## config.mk

```make
export PLATFORM = sky130hd
export DESIGN_NAME = emp_div
export DESIGN_NICKNAME = d
export VERILOG_FILES = /design/src/rtl/emp_pkg.sv /design/src/rtl/emp_div.sv
export SDC_FILE = /design/constraint.sdc
export NUM_CORES = 1
export LEC_CHECK = 0
export BUFFER_PORTS_ARGS = -buffer_cell sky130_fd_sc_hd__buf_2
export CAP_MARGIN = 20
export CORE_ASPECT_RATIO = 0.75
export CORE_MARGIN = 8
export CORE_UTILIZATION = 45
export CTS_CLUSTER_DIAMETER = 40
export DETAILED_ROUTE_END_ITERATION = 8
export PLACE_DENSITY_LB_ADDON = 0.15
export SYNTH_ARGS = -nofsm -noshare
export SYNTH_HDL_FRONTEND = slang
export SYNTH_SLANG_ARGS = --single-unit
```

## constraint.sdc

```tcl
create_clock -name clock -period 4.6 [get_ports clock]
set_clock_uncertainty 0.05 [all_clocks]
set_input_delay 0.92 -clock clock [delete_from_list [all_inputs] [get_ports clock]]
set_output_delay 0.92 -clock clock [all_outputs]
set_load 0.02 [all_outputs]
```

## src/rtl/emp_pkg.sv

```systemverilog
package emp_pkg;

   localparam int Channels = 4;
   localparam int PinBits  = 4;
   localparam int ChanW    = 2;
   localparam int ChanIdxW = (Channels > 1) ? $clog2(Channels) : 1;
   localparam int LevelW   = (Channels > PinBits) ? Channels : PinBits;

   localparam int OpW      = 2;
   localparam int WordW    = 32;
   localparam int KwhW     = 16;
   localparam int MinW     = 16;
   localparam int NumW     = 64;
   localparam int DenW     = 48;
   localparam int QuotW    = 32;
   localparam int CsrIdxW  = 2;
   localparam int CsrDataW = 16;

   localparam logic [OpW-1:0] OP_TICK    = 2'd0;
   localparam logic [OpW-1:0] OP_SAMPLE  = 2'd1;
   localparam logic [OpW-1:0] OP_HARVEST = 2'd2;

   localparam logic [CsrIdxW-1:0] CSR_MIN_PULSE = 2'd0;
   localparam logic [CsrIdxW-1:0] CSR_INVERT    = 2'd1;
   localparam logic [CsrIdxW-1:0] CSR_PPKWH     = 2'd2;

   localparam logic [WordW-1:0] WordMax     = 32'hFFFF_FFFF;
   localparam logic [WordW-1:0] ActiveReset = 32'd1000000;
   localparam logic [WordW-1:0] WhPerKwh    = 32'd1000;
   localparam logic [WordW-1:0] MsWhScale   = 32'd3600000000;

   localparam logic [MinW-1:0]    MinPulseReset = 16'd50;
   localparam logic [PinBits-1:0] InvertReset   = 4'd0;
   localparam logic [KwhW-1:0]    PpkwhReset    = 16'd1000;

   typedef struct packed {
      logic            start;
      logic [NumW-1:0] num;
      logic [DenW-1:0] den;
   } div_req_type;

   typedef struct packed {
      logic             done;
      logic [QuotW-1:0] quot;
   } div_rsp_type;

   function automatic logic [WordW-1:0] sat_add(input logic [WordW-1:0] a,
                                                input logic [WordW-1:0] b);
      logic [WordW:0] s;
      s = {1'b0, a} + {1'b0, b};
      return s[WordW] ? WordMax : s[WordW-1:0];
   endfunction

endpackage

```

## src/rtl/emp_div.sv

```systemverilog
// Restoring divider, one quotient bit per cycle. Quotient saturates at all ones,
// which also covers a zero divisor.
module emp_div (
   input  logic                  clock,
   input  logic                  reset,
   input  emp_pkg::div_req_type  div_req,
   output emp_pkg::div_rsp_type  div_rsp
);

   localparam int CntW = $clog2(emp_pkg::QuotW);
   localparam int NumW = emp_pkg::NumW;
   localparam int DenW = emp_pkg::DenW;
   localparam int QW   = emp_pkg::QuotW;

   typedef enum logic [2:0] {
      DV_IDLE = 3'b001,
      DV_CHK  = 3'b010,
      DV_RUN  = 3'b100
   } dv_state_type;

   dv_state_type      state_ff, state_in;
   logic              done_ff, done_in;
   logic [NumW-1:0]   num_ff, num_in;
   logic [DenW-1:0]   den_ff, den_in;
   logic [DenW-1:0]   rem_ff, rem_in;
   logic [CntW-1:0]   cnt_ff, cnt_in;
   logic [QW-1:0]     quot_ff, quot_in;
   logic [DenW:0]     trial;
   logic [DenW:0]     diff;
   logic              qbit;

   always_comb begin
      state_in = state_ff;
      done_in  = 1'b0;
      num_in   = num_ff;
      den_in   = den_ff;
      rem_in   = rem_ff;
      cnt_in   = cnt_ff;
      quot_in  = quot_ff;
      trial    = {rem_ff, num_ff[QW-1]};
      diff     = trial - {1'b0, den_ff};
      qbit     = (trial >= {1'b0, den_ff});

      case (state_ff)
         DV_IDLE: begin
            if (div_req.start) begin
               num_in   = div_req.num;
               den_in   = div_req.den;
               state_in = DV_CHK;
            end
         end
         DV_CHK: begin
            // high half not below divisor: quotient needs more than 32 bits
            if (DenW'(num_ff[NumW-1:QW]) >= den_ff) begin
               quot_in  = emp_pkg::WordMax;
               done_in  = 1'b1;
               state_in = DV_IDLE;
            end else begin
               rem_in   = DenW'(num_ff[NumW-1:QW]);
               cnt_in   = CntW'(QW - 1);
               state_in = DV_RUN;
            end
         end
         DV_RUN: begin
            rem_in         = qbit ? diff[DenW-1:0] : trial[DenW-1:0];
            num_in[QW-1:0] = {num_ff[QW-2:0], qbit};
            if (cnt_ff == '0) begin
               quot_in  = {num_ff[QW-2:0], qbit};
               done_in  = 1'b1;
               state_in = DV_IDLE;
            end else begin
               cnt_in = cnt_ff - 1'b1;
            end
         end
         default: state_in = DV_IDLE;
      endcase
   end

   always_ff @(posedge clock) begin
      if (reset) begin
         state_ff <= DV_IDLE;
         done_ff  <= 1'b0;
      end else begin
         state_ff <= state_in;
         done_ff  <= done_in;
      end
   end

   always_ff @(posedge clock) begin
      num_ff  <= num_in;
      den_ff  <= den_in;
      rem_ff  <= rem_in;
      cnt_ff  <= cnt_in;
      quot_ff <= quot_in;
   end

   assign div_rsp.done = done_ff;
   assign div_rsp.quot = quot_ff;

endmodule

```

==> run metrics <==
Initial Util 45.64%; Row Count 50; Synth top area share 52.05%; Ports 148; Ys Warns 0; worst reg2reg setup slack 760 ps; Netlist cell types 61; post_cts resized 0; sw frac 25.19%; sequential power share 41.3%; status complete, no violations; Worst EP arrival 4080 ps; post-synthesis sequential area ratio 52.76%; LEAKAGE 5.891 nW; number of synthesized register bits 201; total gr overflow 0; Vias 8359; cell taking the most area after synthesis edfxtp_1; clk slew on worst S/H paths 60 ps; Setup TNS Final 0 ps; PwrDens 384.6 nW/um^2; startpoint types register; asr flop ratio synth 0%; Root Buffer clkbuf_16; fin crit share 83.47%; commonest non-fill, non-tap cell in the layout edfxtp_1; Worst-Skew Late Latency 570 ps; Layout Nets 1409; Req. time, crit path 4840 ps; n_diodes 0; worst r2r dst rem_ff[2]$_DFFE_PP_; f_max 260.4 MHz; chip height 153.6 um; full die area 30650 um^2; dpl hpwl 19930 um; main area contributors after synthesis edfxtp_1 (52%), ha_1 (8.9%), nand2_1 (5.9%), mux2i_1 (3.1%), a21oi_1 (2.7%); Post-Route WL 27520 um; layout overhead on the synthesized area 18.97%; final weighted congestion in routability-driven placement 0.8698; hold path start div_req[86]; post-synth net total 1266; CP Max Fanout 27; Clock power frac 46.3%; Syn Area/Cell 10.63 um^2; clk sinks 201; Reg2Reg Depth 11; crit path from rem_ff[2]$_DFFE_PP_; fin. max-slew vios 0; vias per inst 5.311; most frequent cells in the layout edfxtp_1 (197), nand2_1 (178), buf_2 (147); Post-synth EDFFs 197; CTS Buf Count 30; Slew HR 39.94%; Mapped Area 11360 um^2; initial DRC count 450; Hold Path Class in -> reg; global-route wire length before repair 44230 um; TritonCTS clock tree yes; Pint 3.890 mW; vias in the first global route 8178; I/O Buffers 147; layout cells sized above 1 18.53%; Post-CTS Hold Buffers 0; Routed Antenna Nets 0; Worst Hold End num_ff[38]$_DFFE_PP_; Switch Pwr 1.310 mW; Reg2Reg Launch Point rem_ff[2]$_DFFE_PP_; Synth Instances 1069; antenna violations before repair 1; WL per Instance 17.49 um; Max Cap Viol 0; final hold vios 0; Hold Crit Depth 1; Max clock buf depth 3; transition time at the pin with the least slew margin 900.8 ps; DRC 0; core area 24900 um^2; H-Tree Depth 1; Post-Route Utilization 54.30%; postcts setup bufs 0; final setup violation count 0; Gate power share 12.4%; Die X 199.5 um; largest net degree at the start of global routing 79; Crit. End Element register; peak supply drop 0.3490 mV; GR Util All Layers 17.72%; RSZ-0062 raised after global routing false; main flop type after synthesis edfxtp_1; WS Path Type reg -> reg; DR pass1 iterations 5; min Tclk post-route 3840 ps
[critical path, cell delays in order, from the launching register on]
cell      delay, ps
edfxtp_1        390
ha_1            380
o21ai_1         100
a211oi_2        320
o211ai_1        170
a21oi_2         290
a31oi_1         230
o31a_1          400
o41ai_4         360
buf_4           450
mux2i_1         310
o21ai_1          80
[cells in the mapped netlist, types with 22 or more instances]
cell type,instances
nor2_1,56
edfxtp_1,197
o21ai_1,40
nand2_1,178
xnor2_1,25
mux2i_1,35
or3_1,31
xor2_1,22
o21ai_0,33
ha_1,81
a21oi_1,62
clkbuf_1,34
inv_1,67
a21o_1,35
[metal layers]
metal,wire length (um),global-route usage (%)
met1,13940,27.11
met2,11210,24.83
met3,1933,4.427
met4,423,3.566
met5,13,0
[power groups by stage]
stage,combinational (mW),sequential (mW),clock (mW)
floorplan,0.454,2.18,0
global placement,0.633,2.18,0
detailed placement,0.638,2.18,0
CTS,0.643,2.15,2.46
global route,0.722,2.16,2.54
finish,0.643,2.15,2.41
[logic make-up after synthesis]
group	after synthesis	synth area share [%]
adder cells (fa/ha/maj)	82	9.094
AND/OR/NAND/NOR	346	13.80
XOR/XNOR	47	3.622
buffers and inverters	116	4.239
flip-flops	201	52.76
AO/OA/AOI/OAI	241	13.31
multiplexers	36	3.182
[worst max-delay path by stage]
| stage | slack (ps) | cells after the start | end |
|---|---|---|---|
| after floorplan | 830 | 11 | quot_ff[0]$_SDFFCE_PN1P_ |
| after global placement | 880 | 11 | rem_ff[2]$_DFFE_PP_ |
| after detailed placement | 800 | 11 | rem_ff[2]$_DFFE_PP_ |
| after CTS | 780 | 12 | rem_ff[1]$_DFFE_PP_ |
| after global routing | 510 | 12 | rem_ff[28]$_DFFE_PP_ |
| final | 760 | 11 | rem_ff[2]$_DFFE_PP_ |
[through the flow]
| stage | setup slack, ps | std cells | instance area, um^2 | hold slack (ps) | total power, mW |
|---|---|---|---|---|---|
| after floorplan | 833.9 | 1069 | 11360 | 453.0 | 2.630 |
| after global placement | 876.3 | 1517 | 12410 | 460.8 | 2.815 |
| after detailed placement | 796.8 | 1517 | 12410 | 465.5 | 2.822 |
| after CTS | 780.2 | 1573 | 13490 | 447.9 | 5.248 |
| after global routing | 510.3 | 1574 | 13520 | 445.7 | 5.415 |
| final | 760.4 | 1574 | 13520 | 473.6 | 5.200 |
[sequential cells by signal (all words and copies together) (netlist names)]
name / flops
den_ff: 48
quot_ff: 32
rem_ff: 48
done_ff: 1
cnt_ff: 5
state_ff: 3
num_ff: 64
[layout make-up]
cell class | instances | area, um^2
timing repair buffer | 159 | 858.3
clock buffer | 33 | 772.0
fill | 2259 | 11380
tap | 338 | 422.9
clock inverter | 23 | 314.1
multi-input combinational | 752 | 4901
inverter | 68 | 256.5
sequential | 201 | 5996
No activity file was read; power rests on OpenSTA's default activity.
